$ cat src/rtl/tvta_pkg.sv
// Package for the voted transit authentication block: item, result and
// register types, state and event codes, and fixed limits.
// No dependencies; every file but tvta_if imports it.
package tvta_pkg;

  localparam logic [7:0]  STUCK_LIMIT = 8'd100;
  localparam logic [31:0] SCRUB_LIMIT = 32'd1000;
  localparam logic [13:0] DARK_LEVEL  = 14'd5000;

  localparam logic [15:0] FULL_TURN = 16'd36000;
  localparam logic [15:0] HALF_TURN = 16'd18000;

  localparam logic [2:0] ST_LOCKED    = 3'd0;
  localparam logic [2:0] ST_ARMED     = 3'd1;
  localparam logic [2:0] ST_VERIFYING = 3'd2;
  localparam logic [2:0] ST_AUTH      = 3'd3;
  localparam logic [2:0] ST_FAULTED   = 3'd4;

  localparam int EV_INGRESS = 0;
  localparam int EV_SUCCESS = 1;
  localparam int EV_PRESET  = 2;
  localparam int EV_STAB    = 3;
  localparam int EV_TMR     = 4;
  localparam int EV_AFAIL   = 5;

  localparam logic [1:0] HEALTH_FULL     = 2'd0;
  localparam logic [1:0] HEALTH_DEGRADED = 2'd1;
  localparam logic [1:0] HEALTH_VOTEFAIL = 2'd2;

  localparam logic RK_TICK    = 1'b0;
  localparam logic RK_COMMAND = 1'b1;

  localparam logic UPSET_STATE   = 1'b0;
  localparam logic UPSET_PERSIST = 1'b1;

  typedef enum logic [2:0] {
    K_TICK        = 3'd0,
    K_YAW         = 3'd1,
    K_LIGHT       = 3'd2,
    K_AUTH_START  = 3'd3,
    K_AUTH_RESET  = 3'd4,
    K_SCHED_LOAD  = 3'd5,
    K_UPSET       = 3'd6
  } kind_t;

  typedef enum logic [2:0] {
    CFG_WINDOW_START    = 3'd0,
    CFG_WINDOW_END      = 3'd1,
    CFG_TARGET_YAW      = 3'd2,
    CFG_STABILITY_LIMIT = 3'd3,
    CFG_INGRESS_LIMIT   = 3'd4,
    CFG_AUTH_COUNT      = 3'd5,
    CFG_NOISE_FLOOR     = 3'd6,
    CFG_BYPASS_KEY      = 3'd7
  } cfg_index_t;

  typedef struct packed {
    logic [31:0]        window_start;
    logic [31:0]        window_end;
    logic [15:0]        target_yaw;
    logic [14:0]        stability_limit;
    logic signed [14:0] ingress_limit;
    logic [15:0]        auth_count;
    logic [13:0]        noise_floor;
    logic [31:0]        bypass_key;
  } cfg_t;

  typedef struct packed {
    logic [2:0]  kind;
    logic [31:0] time_sec;
    logic [15:0] yaw_value;
    logic [13:0] light_level;
    logic [31:0] offered_key;
    logic [1:0]  upset_copy;
    logic        upset_field;
    logic [15:0] upset_mask;
  } item_t;

  typedef struct packed {
    logic        report_kind;
    logic [31:0] heartbeat;
    logic [2:0]  fsm_state;
    logic        vote_failed;
    logic [15:0] persistence;
    logic [1:0]  health;
    logic [5:0]  event_flags;
    logic        bypass;
    logic        command_ok;
  } rpt_t;

endpackage

$ cat src/rtl/tvta_if.sv
// Channel interfaces for the voted transit authentication block:
// command items, report items and configuration writes.
// Standalone; widths follow the item and register fields.
interface tvta_in_if;
  logic        valid;
  logic        ready;
  logic [2:0]  kind;
  logic [31:0] time_sec;
  logic [15:0] yaw_value;
  logic [13:0] light_level;
  logic [31:0] offered_key;
  logic [1:0]  upset_copy;
  logic        upset_field;
  logic [15:0] upset_mask;

  modport source (output valid, kind, time_sec, yaw_value, light_level, offered_key,
                  upset_copy, upset_field, upset_mask, input ready);
  modport sink (input valid, kind, time_sec, yaw_value, light_level, offered_key,
                upset_copy, upset_field, upset_mask, output ready);
endinterface

interface tvta_out_if;
  logic        valid;
  logic        ready;
  logic        report_kind;
  logic [31:0] heartbeat;
  logic [2:0]  fsm_state;
  logic        vote_failed;
  logic [15:0] persistence;
  logic [1:0]  health;
  logic [5:0]  event_flags;
  logic        bypass;
  logic        command_ok;

  modport source (output valid, report_kind, heartbeat, fsm_state, vote_failed,
                  persistence, health, event_flags, bypass, command_ok, input ready);
  modport sink (input valid, report_kind, heartbeat, fsm_state, vote_failed,
                persistence, health, event_flags, bypass, command_ok, output ready);
endinterface

interface tvta_cfg_if;
  logic        valid;
  logic        ready;
  logic [2:0]  index;
  logic [31:0] data;

  modport source (output valid, index, data, input ready);
  modport sink (input valid, index, data, output ready);
endinterface

$ cat src/rtl/tvta_cfg_regs.sv
// Configuration register file of the voted transit authentication block.
// Depends on tvta_pkg and the tvta_cfg_if interface.
module tvta_cfg_regs (
  input  logic          clk,
  input  logic          rst,
  tvta_cfg_if.sink      cfg,
  output tvta_pkg::cfg_t regs
);
  import tvta_pkg::*;

  assign cfg.ready = 1'b1;

  always_ff @(posedge clk) begin
    if (rst) begin
      regs.window_start    <= 32'd0;
      regs.window_end      <= 32'd0;
      regs.target_yaw      <= 16'd0;
      regs.stability_limit <= 15'd500;
      regs.ingress_limit   <= -15'sd500;
      regs.auth_count      <= 16'd10;
      regs.noise_floor     <= 14'd1000;
      regs.bypass_key      <= 32'd0;
    end else if (cfg.valid && cfg.ready) begin
      case (cfg_index_t'(cfg.index))
        CFG_WINDOW_START:    regs.window_start    <= cfg.data;
        CFG_WINDOW_END:      regs.window_end      <= cfg.data;
        CFG_TARGET_YAW:      regs.target_yaw      <= cfg.data[15:0];
        CFG_STABILITY_LIMIT: regs.stability_limit <= cfg.data[14:0];
        CFG_INGRESS_LIMIT:   regs.ingress_limit   <= $signed(cfg.data[14:0]);
        CFG_AUTH_COUNT:      regs.auth_count      <= cfg.data[15:0];
        CFG_NOISE_FLOOR:     regs.noise_floor     <= cfg.data[13:0];
        CFG_BYPASS_KEY:      regs.bypass_key      <= cfg.data;
        default: ;
      endcase
    end
  end

endmodule

$ cat src/rtl/tvta_core.sv
// Voted state machine core: triple copies of state and persistence, vote and scrub,
// stuck-light check, transitions and command handling, one item a cycle while acc is set.
// Depends on tvta_pkg.
module tvta_core (
  input  logic           clk,
  input  logic           rst,
  input  tvta_pkg::cfg_t cfg,
  input  logic           acc,
  input  tvta_pkg::item_t item,
  output logic           res_valid,
  output tvta_pkg::rpt_t res
);
  import tvta_pkg::*;

  logic [2:0]  sc [3];
  logic [15:0] pc [3];
  logic [2:0]  sc_next [3];
  logic [15:0] pc_next [3];
  logic [31:0] tick_count, tick_count_next;
  logic [31:0] scrub_total, scrub_total_next;
  logic        stable_flag, stable_flag_next;
  logic [15:0] heading_now, heading_now_next;
  logic [13:0] light_now, light_now_next;
  logic [13:0] light_prev, light_prev_next;
  logic [13:0] light_last, light_last_next;
  logic [7:0]  stuck_count, stuck_count_next;
  logic [31:0] last_auth_start, last_auth_start_next;

  logic        s_ok, p_ok;
  logic [2:0]  s_vote;
  logic [15:0] p_vote;
  logic [2:0]  n_scrub;
  logic [31:0] scrub_sum;
  logic signed [14:0] slope;
  logic        in_window;
  logic [15:0] yaw_diff, yaw_mod, yaw_err;
  logic [7:0]  stuck_inc;
  logic [15:0] pers_inc;

  assign s_ok   = (sc[0] == sc[1]) || (sc[0] == sc[2]) || (sc[1] == sc[2]);
  assign s_vote = ((sc[0] == sc[1]) || (sc[0] == sc[2])) ? sc[0] :
                  (sc[1] == sc[2]) ? sc[1] : 3'd0;
  assign p_ok   = (pc[0] == pc[1]) || (pc[0] == pc[2]) || (pc[1] == pc[2]);
  assign p_vote = ((pc[0] == pc[1]) || (pc[0] == pc[2])) ? pc[0] :
                  (pc[1] == pc[2]) ? pc[1] : 16'd0;

  assign n_scrub = (s_ok ? (3'(sc[0] != s_vote) + 3'(sc[1] != s_vote) + 3'(sc[2] != s_vote))
                         : 3'd0)
                 + 3'(pc[0] != p_vote) + 3'(pc[1] != p_vote) + 3'(pc[2] != p_vote);
  assign scrub_sum = (scrub_total > (32'hFFFF_FFFF - 32'(n_scrub))) ? 32'hFFFF_FFFF
                   : scrub_total + 32'(n_scrub);

  assign slope     = $signed({1'b0, light_now}) - $signed({1'b0, light_prev});
  assign in_window = (item.time_sec >= cfg.window_start) &&
                     (item.time_sec <= cfg.window_end);

  assign yaw_diff = (heading_now > cfg.target_yaw) ? heading_now - cfg.target_yaw
                                                   : cfg.target_yaw - heading_now;
  assign yaw_mod  = (yaw_diff >= FULL_TURN) ? yaw_diff - FULL_TURN : yaw_diff;
  assign yaw_err  = (yaw_mod > HALF_TURN) ? FULL_TURN - yaw_mod : yaw_mod;

  assign stuck_inc = (stuck_count == 8'hFF) ? stuck_count : stuck_count + 8'd1;
  assign pers_inc  = (p_vote == 16'hFFFF) ? p_vote : p_vote + 16'd1;

  always_comb begin
    logic [2:0]  st_from;
    logic [2:0]  st_new;
    logic [15:0] pers_new;
    logic [15:0] pers_out;
    logic [5:0]  ev;
    logic [1:0]  hl;
    st_from  = ST_LOCKED;
    st_new   = ST_LOCKED;
    pers_new = 16'd0;
    pers_out = 16'd0;
    ev       = 6'd0;
    hl       = HEALTH_FULL;

    sc_next              = sc;
    pc_next              = pc;
    tick_count_next      = tick_count;
    scrub_total_next     = scrub_total;
    stable_flag_next     = stable_flag;
    heading_now_next     = heading_now;
    light_now_next       = light_now;
    light_prev_next      = light_prev;
    light_last_next      = light_last;
    stuck_count_next     = stuck_count;
    last_auth_start_next = last_auth_start;
    res_valid            = 1'b0;
    res                  = '0;
    res.heartbeat        = tick_count;
    res.report_kind      = RK_COMMAND;

    if (acc) begin
      case (kind_t'(item.kind))
        K_TICK: begin
          tick_count_next  = tick_count + 32'd1;
          scrub_total_next = scrub_sum;
          if (!s_ok) begin
            ev[EV_TMR] = 1'b1;
            hl         = HEALTH_VOTEFAIL;
            st_new     = ST_FAULTED;
          end else begin
            st_new = s_vote;
          end
          if (scrub_sum > SCRUB_LIMIT) begin
            hl = HEALTH_DEGRADED;
          end
          pers_new = p_vote;
          pers_out = p_vote;

          if (light_now > cfg.noise_floor) begin
            if (light_now == light_last) begin
              stuck_count_next = stuck_inc;
              if (stuck_inc > STUCK_LIMIT) begin
                st_new = ST_FAULTED;
              end
            end else begin
              stuck_count_next = 8'd0;
            end
          end
          light_last_next = light_now;

          st_from = st_new;
          case (st_from)
            ST_LOCKED: begin
              if (in_window && (last_auth_start != cfg.window_start)) begin
                st_new = ST_ARMED;
              end
            end
            ST_ARMED: begin
              if (!in_window) begin
                st_new = ST_LOCKED;
              end else if (({1'b0, cfg.stability_limit} >= yaw_err) &&
                           (slope <= cfg.ingress_limit)) begin
                st_new          = ST_VERIFYING;
                pers_new        = 16'd0;
                ev[EV_INGRESS]  = 1'b1;
              end
            end
            ST_VERIFYING: begin
              if (light_now < DARK_LEVEL) begin
                pers_out = pers_inc;
                pers_new = pers_inc;
                if (pers_inc >= cfg.auth_count) begin
                  st_new = ST_AUTH;
                end
              end else begin
                st_new        = ST_ARMED;
                pers_new      = 16'd0;
                ev[EV_PRESET] = 1'b1;
              end
            end
            ST_AUTH: begin
              ev[EV_SUCCESS]       = 1'b1;
              last_auth_start_next = cfg.window_start;
              st_new               = ST_LOCKED;
            end
            ST_FAULTED: begin
              if (stable_flag) begin
                ev[EV_STAB]      = 1'b1;
                stable_flag_next = 1'b0;
              end
            end
            default: begin
              ev[EV_TMR] = 1'b1;
              st_new     = ST_FAULTED;
            end
          endcase
          light_prev_next = light_now;

          for (int i = 0; i < 3; i++) begin
            sc_next[i] = st_new;
            pc_next[i] = pers_new;
          end
          res_valid       = 1'b1;
          res.report_kind = RK_TICK;
          res.heartbeat   = tick_count + 32'd1;
          res.fsm_state   = st_from;
          res.vote_failed = !s_ok;
          res.persistence = pers_out;
          res.health      = hl;
          res.event_flags = ev;
        end
        K_YAW: begin
          heading_now_next = item.yaw_value;
        end
        K_LIGHT: begin
          light_now_next = item.light_level;
        end
        K_AUTH_START: begin
          res_valid = 1'b1;
          if (item.offered_key == cfg.bypass_key) begin
            for (int i = 0; i < 3; i++) begin
              sc_next[i] = ST_AUTH;
            end
            res.event_flags[EV_SUCCESS] = 1'b1;
            res.bypass                  = 1'b1;
            res.command_ok              = 1'b1;
          end else begin
            res.event_flags[EV_AFAIL] = 1'b1;
          end
        end
        K_AUTH_RESET: begin
          for (int i = 0; i < 3; i++) begin
            sc_next[i] = ST_LOCKED;
            pc_next[i] = 16'd0;
          end
          stable_flag_next = 1'b1;
          res_valid        = 1'b1;
          res.command_ok   = 1'b1;
        end
        K_SCHED_LOAD: begin
          res_valid = 1'b1;
        end
        K_UPSET: begin
          if (item.upset_copy != 2'd3) begin
            if (item.upset_field == UPSET_STATE) begin
              sc_next[item.upset_copy] = sc[item.upset_copy] ^ item.upset_mask[2:0];
            end else begin
              pc_next[item.upset_copy] = pc[item.upset_copy] ^ item.upset_mask;
            end
          end
        end
        default: ;
      endcase
    end
  end

  always_ff @(posedge clk) begin
    if (rst) begin
      for (int i = 0; i < 3; i++) begin
        sc[i] <= ST_LOCKED;
        pc[i] <= 16'd0;
      end
      tick_count      <= 32'd0;
      scrub_total     <= 32'd0;
      stable_flag     <= 1'b1;
      heading_now     <= 16'd0;
      light_now       <= 14'd10000;
      light_prev      <= 14'd10000;
      light_last      <= 14'd10000;
      stuck_count     <= 8'd0;
      last_auth_start <= 32'd0;
    end else begin
      sc              <= sc_next;
      pc              <= pc_next;
      tick_count      <= tick_count_next;
      scrub_total     <= scrub_total_next;
      stable_flag     <= stable_flag_next;
      heading_now     <= heading_now_next;
      light_now       <= light_now_next;
      light_prev      <= light_prev_next;
      light_last      <= light_last_next;
      stuck_count     <= stuck_count_next;
      last_auth_start <= last_auth_start_next;
    end
  end

  a_tick_state_scrubbed: assert property (@(posedge clk) disable iff (rst)
    (acc && item.kind == K_TICK) |=> (sc[0] == sc[1] && sc[1] == sc[2]))
    else $error("state copies differ after a tick");

  a_tick_persist_scrubbed: assert property (@(posedge clk) disable iff (rst)
    (acc && item.kind == K_TICK) |=> (pc[0] == pc[1] && pc[1] == pc[2]))
    else $error("persistence copies differ after a tick");

  a_reset_cmd_locks: assert property (@(posedge clk) disable iff (rst)
    (acc && item.kind == K_AUTH_RESET) |=>
      (sc[0] == ST_LOCKED && sc[1] == ST_LOCKED && sc[2] == ST_LOCKED &&
       pc[0] == 16'd0 && stable_flag))
    else $error("auth reset did not lock the machine");

  a_vote_fail_faults: assert property (@(posedge clk) disable iff (rst)
    (acc && item.kind == K_TICK && !s_ok) |=> (sc[0] == ST_FAULTED))
    else $error("total vote failure did not force fault");

endmodule

$ cat src/rtl/tvta_out_buf.sv
// Two-entry report buffer: output register plus skid stage, so a new item is
// taken while a report waits. Depends on tvta_pkg.
module tvta_out_buf (
  input  logic           clk,
  input  logic           rst,
  input  logic           push,
  input  tvta_pkg::rpt_t push_data,
  output logic           space,
  output logic           out_valid,
  input  logic           out_ready,
  output tvta_pkg::rpt_t out_data
);
  import tvta_pkg::*;

  logic main_v, skid_v;
  rpt_t main_d, skid_d;

  assign space     = !skid_v;
  assign out_valid = main_v;
  assign out_data  = main_d;

  always_ff @(posedge clk) begin
    if (rst) begin
      main_v <= 1'b0;
      skid_v <= 1'b0;
    end else if (main_v && out_ready) begin
      if (skid_v) begin
        main_v <= 1'b1;
        skid_v <= 1'b0;
      end else begin
        main_v <= push;
      end
    end else if (push) begin
      if (main_v) begin
        skid_v <= 1'b1;
      end else begin
        main_v <= 1'b1;
      end
    end
  end

  always_ff @(posedge clk) begin
    if (main_v && out_ready) begin
      if (skid_v) begin
        main_d <= skid_d;
      end else if (push) begin
        main_d <= push_data;
      end
    end else if (push) begin
      if (main_v) begin
        skid_d <= push_data;
      end else begin
        main_d <= push_data;
      end
    end
  end

  a_skid_behind_main: assert property (@(posedge clk) disable iff (rst)
    skid_v |-> main_v)
    else $error("skid entry held with empty output register");

  a_no_push_when_full: assert property (@(posedge clk) disable iff (rst)
    (skid_v && !out_ready) |=> skid_v && $stable(skid_d))
    else $error("skid entry lost or overwritten");

endmodule

$ cat src/rtl/tmr_voted_transit_auth_fsm.sv
// Top level of the triple-voted transit authentication machine.
// Reports are registered: output register, or skid stage first while one waits.
// Throughput: one item per cycle; a two-entry output buffer keeps input open
// while a report waits, and input stalls only when both entries are full.
// Reset (rst, synchronous): copies locked, counters cleared, registers to defaults.
// Depends on tvta_pkg, tvta_if, tvta_cfg_regs, tvta_core and tvta_out_buf.
module tmr_voted_transit_auth_fsm (
  input logic        clk,
  input logic        rst,
  tvta_cfg_if.sink   cfg,
  tvta_in_if.sink    cmd,
  tvta_out_if.source rpt
);
  import tvta_pkg::*;

  cfg_t  regs;
  item_t item;
  rpt_t  res, out_data;
  logic  res_valid, space, acc;

  assign item.kind        = cmd.kind;
  assign item.time_sec    = cmd.time_sec;
  assign item.yaw_value   = cmd.yaw_value;
  assign item.light_level = cmd.light_level;
  assign item.offered_key = cmd.offered_key;
  assign item.upset_copy  = cmd.upset_copy;
  assign item.upset_field = cmd.upset_field;
  assign item.upset_mask  = cmd.upset_mask;

  assign cmd.ready = space;
  assign acc       = cmd.valid && space;

  tvta_cfg_regs u_cfg (
    .clk  (clk),
    .rst  (rst),
    .cfg  (cfg),
    .regs (regs)
  );

  tvta_core u_core (
    .clk       (clk),
    .rst       (rst),
    .cfg       (regs),
    .acc       (acc),
    .item      (item),
    .res_valid (res_valid),
    .res       (res)
  );

  tvta_out_buf u_buf (
    .clk       (clk),
    .rst       (rst),
    .push      (res_valid),
    .push_data (res),
    .space     (space),
    .out_valid (rpt.valid),
    .out_ready (rpt.ready),
    .out_data  (out_data)
  );

  assign rpt.report_kind = out_data.report_kind;
  assign rpt.heartbeat   = out_data.heartbeat;
  assign rpt.fsm_state   = out_data.fsm_state;
  assign rpt.vote_failed = out_data.vote_failed;
  assign rpt.persistence = out_data.persistence;
  assign rpt.health      = out_data.health;
  assign rpt.event_flags = out_data.event_flags;
  assign rpt.bypass      = out_data.bypass;
  assign rpt.command_ok  = out_data.command_ok;

endmodule

$ cat src/flat_wrapper.sv
// flat-port wrapper written by rule: the top's interface ports become plain ports
module tmr_voted_transit_auth_fsm_flat import tvta_pkg::*;
  (clk, rst, cfg_valid, cfg_index, cfg_data, cfg_ready, cmd_valid, cmd_kind, cmd_time_sec, cmd_yaw_value, cmd_light_level, cmd_offered_key, cmd_upset_copy, cmd_upset_field, cmd_upset_mask, cmd_ready, rpt_valid, rpt_report_kind, rpt_heartbeat, rpt_fsm_state, rpt_vote_failed, rpt_persistence, rpt_health, rpt_event_flags, rpt_bypass, rpt_command_ok, rpt_ready);
  tvta_cfg_if cfg_i ();
  tvta_in_if cmd_i ();
  tvta_out_if rpt_i ();
  input logic clk;
  input logic rst;
  input wire logic [$bits(cfg_i.valid)-1:0] cfg_valid;
  input wire logic [$bits(cfg_i.index)-1:0] cfg_index;
  input wire logic [$bits(cfg_i.data)-1:0] cfg_data;
  output wire logic [$bits(cfg_i.ready)-1:0] cfg_ready;
  input wire logic [$bits(cmd_i.valid)-1:0] cmd_valid;
  input wire logic [$bits(cmd_i.kind)-1:0] cmd_kind;
  input wire logic [$bits(cmd_i.time_sec)-1:0] cmd_time_sec;
  input wire logic [$bits(cmd_i.yaw_value)-1:0] cmd_yaw_value;
  input wire logic [$bits(cmd_i.light_level)-1:0] cmd_light_level;
  input wire logic [$bits(cmd_i.offered_key)-1:0] cmd_offered_key;
  input wire logic [$bits(cmd_i.upset_copy)-1:0] cmd_upset_copy;
  input wire logic [$bits(cmd_i.upset_field)-1:0] cmd_upset_field;
  input wire logic [$bits(cmd_i.upset_mask)-1:0] cmd_upset_mask;
  output wire logic [$bits(cmd_i.ready)-1:0] cmd_ready;
  output wire logic [$bits(rpt_i.valid)-1:0] rpt_valid;
  output wire logic [$bits(rpt_i.report_kind)-1:0] rpt_report_kind;
  output wire logic [$bits(rpt_i.heartbeat)-1:0] rpt_heartbeat;
  output wire logic [$bits(rpt_i.fsm_state)-1:0] rpt_fsm_state;
  output wire logic [$bits(rpt_i.vote_failed)-1:0] rpt_vote_failed;
  output wire logic [$bits(rpt_i.persistence)-1:0] rpt_persistence;
  output wire logic [$bits(rpt_i.health)-1:0] rpt_health;
  output wire logic [$bits(rpt_i.event_flags)-1:0] rpt_event_flags;
  output wire logic [$bits(rpt_i.bypass)-1:0] rpt_bypass;
  output wire logic [$bits(rpt_i.command_ok)-1:0] rpt_command_ok;
  input wire logic [$bits(rpt_i.ready)-1:0] rpt_ready;
  assign cfg_i.valid = cfg_valid;
  assign cfg_i.index = cfg_index;
  assign cfg_i.data = cfg_data;
  assign cfg_ready = cfg_i.ready;
  assign cmd_i.valid = cmd_valid;
  assign cmd_i.kind = cmd_kind;
  assign cmd_i.time_sec = cmd_time_sec;
  assign cmd_i.yaw_value = cmd_yaw_value;
  assign cmd_i.light_level = cmd_light_level;
  assign cmd_i.offered_key = cmd_offered_key;
  assign cmd_i.upset_copy = cmd_upset_copy;
  assign cmd_i.upset_field = cmd_upset_field;
  assign cmd_i.upset_mask = cmd_upset_mask;
  assign cmd_ready = cmd_i.ready;
  assign rpt_valid = rpt_i.valid;
  assign rpt_report_kind = rpt_i.report_kind;
  assign rpt_heartbeat = rpt_i.heartbeat;
  assign rpt_fsm_state = rpt_i.fsm_state;
  assign rpt_vote_failed = rpt_i.vote_failed;
  assign rpt_persistence = rpt_i.persistence;
  assign rpt_health = rpt_i.health;
  assign rpt_event_flags = rpt_i.event_flags;
  assign rpt_bypass = rpt_i.bypass;
  assign rpt_command_ok = rpt_i.command_ok;
  assign rpt_i.ready = rpt_ready;
  tmr_voted_transit_auth_fsm u_core (.clk(clk), .rst(rst), .cfg(cfg_i), .cmd(cmd_i), .rpt(rpt_i));
endmodule
$ cat config.mk
export PLATFORM = sky130hd
export DESIGN_NAME = tmr_voted_transit_auth_fsm_flat
export DESIGN_NICKNAME = d
export VERILOG_FILES = /design/src/rtl/tvta_pkg.sv /design/src/rtl/tvta_if.sv /design/src/rtl/tvta_cfg_regs.sv /design/src/rtl/tvta_core.sv /design/src/rtl/tvta_out_buf.sv /design/src/rtl/tmr_voted_transit_auth_fsm.sv /design/src/flat_wrapper.sv
export SDC_FILE = /design/constraint.sdc
export NUM_CORES = 2
export LEC_CHECK = 0
export ABC_CLOCK_PERIOD_IN_PS = 7900
export BUFFER_PORTS_ARGS = -buffer_cell sky130_fd_sc_hd__buf_2
export CAP_MARGIN = 20
export CORE_ASPECT_RATIO = 1.1
export CORE_MARGIN = 10
export CORE_UTILIZATION = 56
export DETAILED_ROUTE_END_ITERATION = 10
export PLACE_DENSITY = 0.78
export SYNTH_ARGS = -nofsm -noshare
export SYNTH_HDL_FRONTEND = slang
export SYNTH_SLANG_ARGS = --single-unit
export TNS_END_PERCENT = 30
$ cat constraint.sdc
create_clock -name clk -period 7.9 [get_ports clk]
set_input_delay 0.395 -clock clk [delete_from_list [all_inputs] [get_ports clk]]
set_output_delay 0.395 -clock clk [all_outputs]
set_load 0.02 [all_outputs]
After elaboration in Yosys (flattened, before gate mapping)
Cells that the tools add are included.
- reduce and logical (&&, ||, !) cells: 41
- muxes and demuxes: 84
- magnitude comparators: 15
- bitwise gates (word level): 4
- add/sub/neg operators: 15
- equality and inequality tests: 41
- operators with widths (cell ; count):
    $mux W63 ; 6
    $mux W16 ; 14
    $pmux W48 S3 ; 1
    $mux W48 ; 2
    $mux W55 ; 1
    $mux W3 ; 18
    $bwmux W48 ; 1
    $eq A16 B16 Y1 ; 3
    $ne A16 B16 Y1 ; 3
    $pmux W9 S4 ; 1
    $add A32 B1 Y32 const B ; 1
    $add A32 B3 Y32 ; 1
    $bmux W16 S2 ; 1
    $demux W16 S2 ; 1
    $eq A32 B32 Y1 ; 1
    $ge A32 B32 Y1 ; 1
    $gt A32 B10 Y1 const B ; 1
    $gt A32 B32 Y1 ; 1
    $le A32 B32 Y1 ; 1
    $mux W32 ; 1
    $ne A32 B32 Y1 ; 1
    $pmux W16 S2 ; 1
    $sub A16 B16 Y16 ; 2
    $mux W9 ; 3
    56 further kinds ; 133
- register bits: 506

Logic depth before layout (Yosys ltp)
- depth after elaboration: 20
- mapped depth: 35
- depth with buffers taken out: 32

Hierarchy
From an unflattened synthesis, not the netlist that was laid out.
- cell total of the unflattened synthesis: 3509
- area, all modules: 31166.1 um^2
- modules (own cells, without submodules) (module ; instances ; cells an instance ; sequential area each (um^2) ; area an instance (um^2)):
    tvta_core ; 1 ; 2675 ; 4124.0 ; 19663.9
    tvta_cfg_regs ; 1 ; 625 ; 3443.3 ; 6792.8
    tvta_out_buf ; 1 ; 208 ; 3823.7 ; 4703.3
    tmr_voted_transit_auth_fsm ; 1 ; 1 ; 0.0 ; 6.3

Worst setup path after synthesis
Ideal clock, no wire load.
- kind: reg-to-reg
- from: reg u_core.u_core.pc[19] (netlist name)
- to: reg u_core.u_buf.main_d, in the netlist u_core.u_buf.out_data[8] (data pin)
- stages on the path, launching flop included: 33
- buffers on the path: 5
- clock period less this slack: 7551 ps
- library setup time: 254 ps
- setup slack: 349 ps
- data arrival time: 7297 ps
- path through: dfxtp_1 -> clkbuf_1 -> inv_1 -> o22ai_1 -> nor4_1 -> a31oi_1 -> clkbuf_1 -> clkbuf_1 -> clkbuf_1 -> buf_1 -> mux2i_1 -> xnor2_1 -> nor3_1 -> nand3_1 -> nor3_1 -> fa_1 -> inv_1 -> ha_1 -> fa_1 -> ha_1 -> a21o_1 -> a21oi_1 -> nor2b_1 -> and3_1 -> nand2_1 -> nor3_1 -> nand2_1 -> xnor2_1 -> or4_1 -> nor4_1 -> and3_1 -> nor2_1 -> a21o_1
- RTL lines (item ; line ; text):
    start: declaration ; tvta_core.sv:16 ; logic [15:0] pc [3];
    start signal: assignment ; tvta_core.sv:248 ; pc <= pc_next;
    end signal: assignment ; tvta_out_buf.sv:45 ; main_d <= skid_d;
    end signal: assignment ; tvta_out_buf.sv:47 ; main_d <= push_data;
    end signal: assignment ; tvta_out_buf.sv:53 ; main_d <= push_data;
    end: declaration ; tvta_out_buf.sv:16 ; rpt_t main_d, skid_d;

==> metrics.cfg <==
[sta]
fmax_mhz=135.1
hold_viol_final=0
final_period_util_pct=93.73
finalSetupTns_ns=0
relSlewSlack_pct=36.04
grt_setup_unrepaired=no
fin_ws_ns=0.4955
report.final.setup_viol=0
finalCriticalPeriod_ns=7.404
slew_viol_final=0
clock_skews_ns=0.02614
tightest_slew_ns=0.9594

[critical_path]
worstPathRequired_ns=8.27
path_max_fanout=25
critPathCaptureType=flip-flop
reg2regPathDepth=29
worst_path_largest_cell_delay_ns=0.47
setup.worst_path.start_class=flip-flop
cpMaxStageDelayCell=sky130_fd_sc_hd__nor4_1
timing.setup.critical_path_class=flip-flop to flip-flop
path_common_cell=sky130_fd_sc_hd__nand2_1
critPathArrivalTime_ns=7.78

[cells_and_area]
final_std_cells_w_o_fill=4699
drive_above_1_share_pct=11.90
post_layout_util_pct=63.69
total_of_fill_cells_in_the_finished_design=4598
area_delta_synth_final_pct=12.71
nNetsFinal=4262

[pwr]
power_switching_share_pct=29.98
powerDensity_nw_per_um2=204.1
irDropWorstVdd_uv=166.9
total_switching_power_uw=2087
fin_total_pwr_uw=6963
power.internal_uw=4876
power_frac_seq_pct=39.2
power_frac_clock_pct=37.9
total_leakage_power_uw=0.01401
pwr-share-comb_pct=22.8

[detailed_routing]
detail_route_met3_wl_mm=7.687
post_drt_wl_per_cell_um=19.80
ant_nets=0
drt_drc_violations_left=0
vias_per_cell=6.006
maxUsedRoutingLayer=met4
met2_wirelength_mm=43.07
total_iterations_of_the_first_detailed_routing_run=6
detail_route.wirelength_mm=93.06
first_drt_iteration_drcs=2548
routedLengthMet1_mm=38.42
vias=28222

[run]
max_cap_viols=0

[grt]
antenna_found_initial=6
pin_count_of_the_biggest_net_entering_global_routing=95
gr-usage-all-layers_pct=27.98
first_global_vias=26843
grt_pass1_wl_mm=146.4
globalRouteOverflowTotal=0

[clocking]
number_of_buffers_on_the_longest_clock_path=3
number_of_cts_inserted_buffers=53
cts_tree=done
insertion_delay_ns=0.63
clock-root-buffer=sky130_fd_sc_hd__clkbuf_16
clock_sink_count=506
clk_pin_slew_ns=0.06
cts_max_level=2

[yosys]
asyncSetResetFlopFracSynth_pct=0
synthesis.instances=3772
postSynthRegisterBits=506
yosys_warnings=0
postSynthNetCount=4113
yosysSeqAreaShare_pct=37.64
synth_ff_type=sky130_fd_sc_hd__dfxtp_1
post_synth.cell_area_avg_um2=8.024
yosysUniqueCellTypes=93
syn_area_um2=30270
synth_edf_count=126

[floorplan]
core-area_um2=53560
die_outline_area_um2=63750
die_height_um=263.8
std_cell_rows=89
fp.dieW_um=241.7
boundaryPins=222
start_util_pct=56.50

[min_path]
worstHoldPathType=input pin to flip-flop
hold-path-cell-count=3

[place]
hpwl_after_dpl_mm=68.05
gp_congestion=1.051
placedCellCount=4585
port_buffer_cells=220
dp_slack_ns=0.5647

[outcome]
outcome=finished, final reports clean

-- final timing paths --
kind                                        to                         from  slack, ns
setup / recovery      u_core.u_buf.out_data[8]         u_core.u_core.pc[20]       0.50
hold / removal    u_core.u_core.heading_now[9]             cmd_yaw_value[9]       0.02
setup reg to reg      u_core.u_buf.out_data[8]         u_core.u_core.pc[20]       0.50
hold reg to reg    u_core.u_core.light_last[5]  u_core.u_core.light_last[5]       0.45
-- cell families after synthesis --
kind of cell             count (synthesis)  synth area share (%)
AND/OR/NAND/NOR                       1340                 19.98
flip-flops                             506                 37.64
multiplexers                            29                0.9715
adder cells (fa/ha/maj)                186                 7.855
XOR/XNOR                               238                 6.962
other                                    1               0.01239
AO/OA/AOI/OAI                          995                 20.45
buffers and inverters                  477                 6.139
-- critical path, delay by kind of cell (launching register included) --
family / cells / cell delay (ns)
buffers and inverters: 3 / 0.59
multiplexers: 1 / 0.39
XOR/XNOR: 3 / 0.56
flip-flops: 1 / 0.34
AND/OR/NAND/NOR: 15 / 3.48
AO/OA/AOI/OAI: 3 / 0.36
adder cells (fa/ha/maj): 4 / 1.41
-- stage by stage --
| stage | area [µm²] | hold slack, ns |
|---|---|---|
| CTS | 34060 | 0.004734 |
| floorplan | 30270 | 0.4306 |
| detailed placement | 32150 | 0.4452 |
| global route | 34110 | 0.01949 |
| finish | 34110 | 0.02173 |
| global placement | 32150 | 0.4417 |
-- cell usage in the layout (no fill, tap or decap), types with 96 or more instances in the layout --
cell                       netlist  final
sky130_fd_sc_hd__a21o_1        100    100
sky130_fd_sc_hd__buf_2          10    219
sky130_fd_sc_hd__nor2_1        325    321
sky130_fd_sc_hd__o21ai_0       159    158
sky130_fd_sc_hd__a21oi_1       432    432
sky130_fd_sc_hd__xor2_1        122    122
sky130_fd_sc_hd__nand2_1       568    568
sky130_fd_sc_hd__edfxtp_1      126    126
sky130_fd_sc_hd__ha_1          178    178
sky130_fd_sc_hd__inv_1         247    246
sky130_fd_sc_hd__buf_4           4     96
sky130_fd_sc_hd__dfxtp_1       380    380
sky130_fd_sc_hd__xnor2_1       113    112
-- power by group through the flow --
stage | Sequential, µW | Clock [µW] | Combinational, µW
2_1_floorplan | 2800 | 0 | 1100
3_3_place_gp | 2780 | 0 | 1530
3_5_place_dp | 2790 | 0 | 1540
4_1_cts | 2730 | 2680 | 1560
5_1_grt | 2730 | 2770 | 1740
6_report | 2730 | 2640 | 1590
-- layer usage --
metal | global-route usage [%] | vias to the layer above
met3 | 5.369 | 231
met5 | 0 | -
met4 | 12.23 | 0
li1 | - | 13422
met2 | 46.24 | 1252
met1 | 35.08 | 13317
-- Yosys cell counts (6+ instances only) --
library cell / number / area [µm²]
sky130_fd_sc_hd__o21ai_0: 159 / 795.8
sky130_fd_sc_hd__ha_1: 178 / 2227
sky130_fd_sc_hd__dfxtp_1: 380 / 7607
sky130_fd_sc_hd__o22ai_1: 15 / 93.84
sky130_fd_sc_hd__nand2b_1: 42 / 262.8
sky130_fd_sc_hd__a211o_1: 12 / 105.1
sky130_fd_sc_hd__fa_1: 7 / 140.1
sky130_fd_sc_hd__o221a_2: 11 / 123.9
sky130_fd_sc_hd__mux2i_1: 26 / 260.3
sky130_fd_sc_hd__xnor2_1: 113 / 989.7
sky130_fd_sc_hd__o21a_1: 31 / 232.7
sky130_fd_sc_hd__and2_1: 24 / 150.1
sky130_fd_sc_hd__nand4_1: 67 / 419.2
sky130_fd_sc_hd__nor2_1: 325 / 1220
sky130_fd_sc_hd__clkbuf_2: 14 / 70.07
sky130_fd_sc_hd__nor4_1: 34 / 212.7
sky130_fd_sc_hd__or2_2: 9 / 56.30
sky130_fd_sc_hd__edfxtp_1: 126 / 3784
sky130_fd_sc_hd__a211oi_1: 16 / 120.1
sky130_fd_sc_hd__a22oi_1: 8 / 60.06
sky130_fd_sc_hd__a21oi_1: 432 / 2162
sky130_fd_sc_hd__inv_1: 247 / 927.1
sky130_fd_sc_hd__a31oi_1: 67 / 419.2
sky130_fd_sc_hd__nand3_1: 94 / 470.5
sky130_fd_sc_hd__a221oi_1: 16 / 140.1
sky130_fd_sc_hd__and4_1: 7 / 61.31
sky130_fd_sc_hd__or3_1: 10 / 62.56
sky130_fd_sc_hd__a311oi_1: 13 / 113.9
sky130_fd_sc_hd__o211ai_1: 28 / 210.2
sky130_fd_sc_hd__nand3b_1: 12 / 90.09
sky130_fd_sc_hd__nor2b_1: 30 / 187.7
sky130_fd_sc_hd__o221ai_1: 6 / 52.55
sky130_fd_sc_hd__a21o_1: 100 / 750.7
sky130_fd_sc_hd__nor3_1: 60 / 300.3
sky130_fd_sc_hd__clkbuf_1: 189 / 709.4
sky130_fd_sc_hd__xor2_1: 122 / 1069
sky130_fd_sc_hd__a21boi_0: 6 / 45.04
sky130_fd_sc_hd__nand2_1: 568 / 2132
sky130_fd_sc_hd__and3_1: 33 / 206.5
sky130_fd_sc_hd__buf_1: 9 / 33.78
sky130_fd_sc_hd__buf_2: 10 / 50.05
-- layout make-up --
type	instances	area, µm²	area share [%]
Timing Repair Buffer	323	1903	5.579
Inverter	248	930.9	2.729
Multi-Input combinational cell	2789	17120	50.17
Sequential cell	506	11390	33.39
Clock buffer	74	1526	4.475
Clock inverter	26	321.6	0.9427
Tap cell	728	910.9	2.670
Antenna cell	5	12.51	0.03668
-- state kept, by name, summed over array words and instances, names as in the netlist, 8 cells and up --
register and flops:
u_core.u_core.tick_count 32, u_core.u_buf.out_data 63, u_core.u_core.light_last 14, u_core.u_core.sc 9, u_core.u_core.scrub_total 32, u_core.u_cfg.regs 172
u_core.u_core.last_auth_start 32, u_core.u_buf.skid_d 63, u_core.u_core.light_now 14, u_core.u_core.stuck_count 8, u_core.u_core.heading_now 16, u_core.u_core.pc 48
-- what timing repair did --
| action | CTS | global route |
|---|---|---|
| hold buffers | 6 | 0 |
| resized for setup | 0 | 4 |
| endpoints found under the hold margin | 6 | 0 |
| buffers inserted | 0 | 1 |
| setup endpoints to repair | 0 | 15 |
No activity file was read; power rests on OpenSTA's default activity.
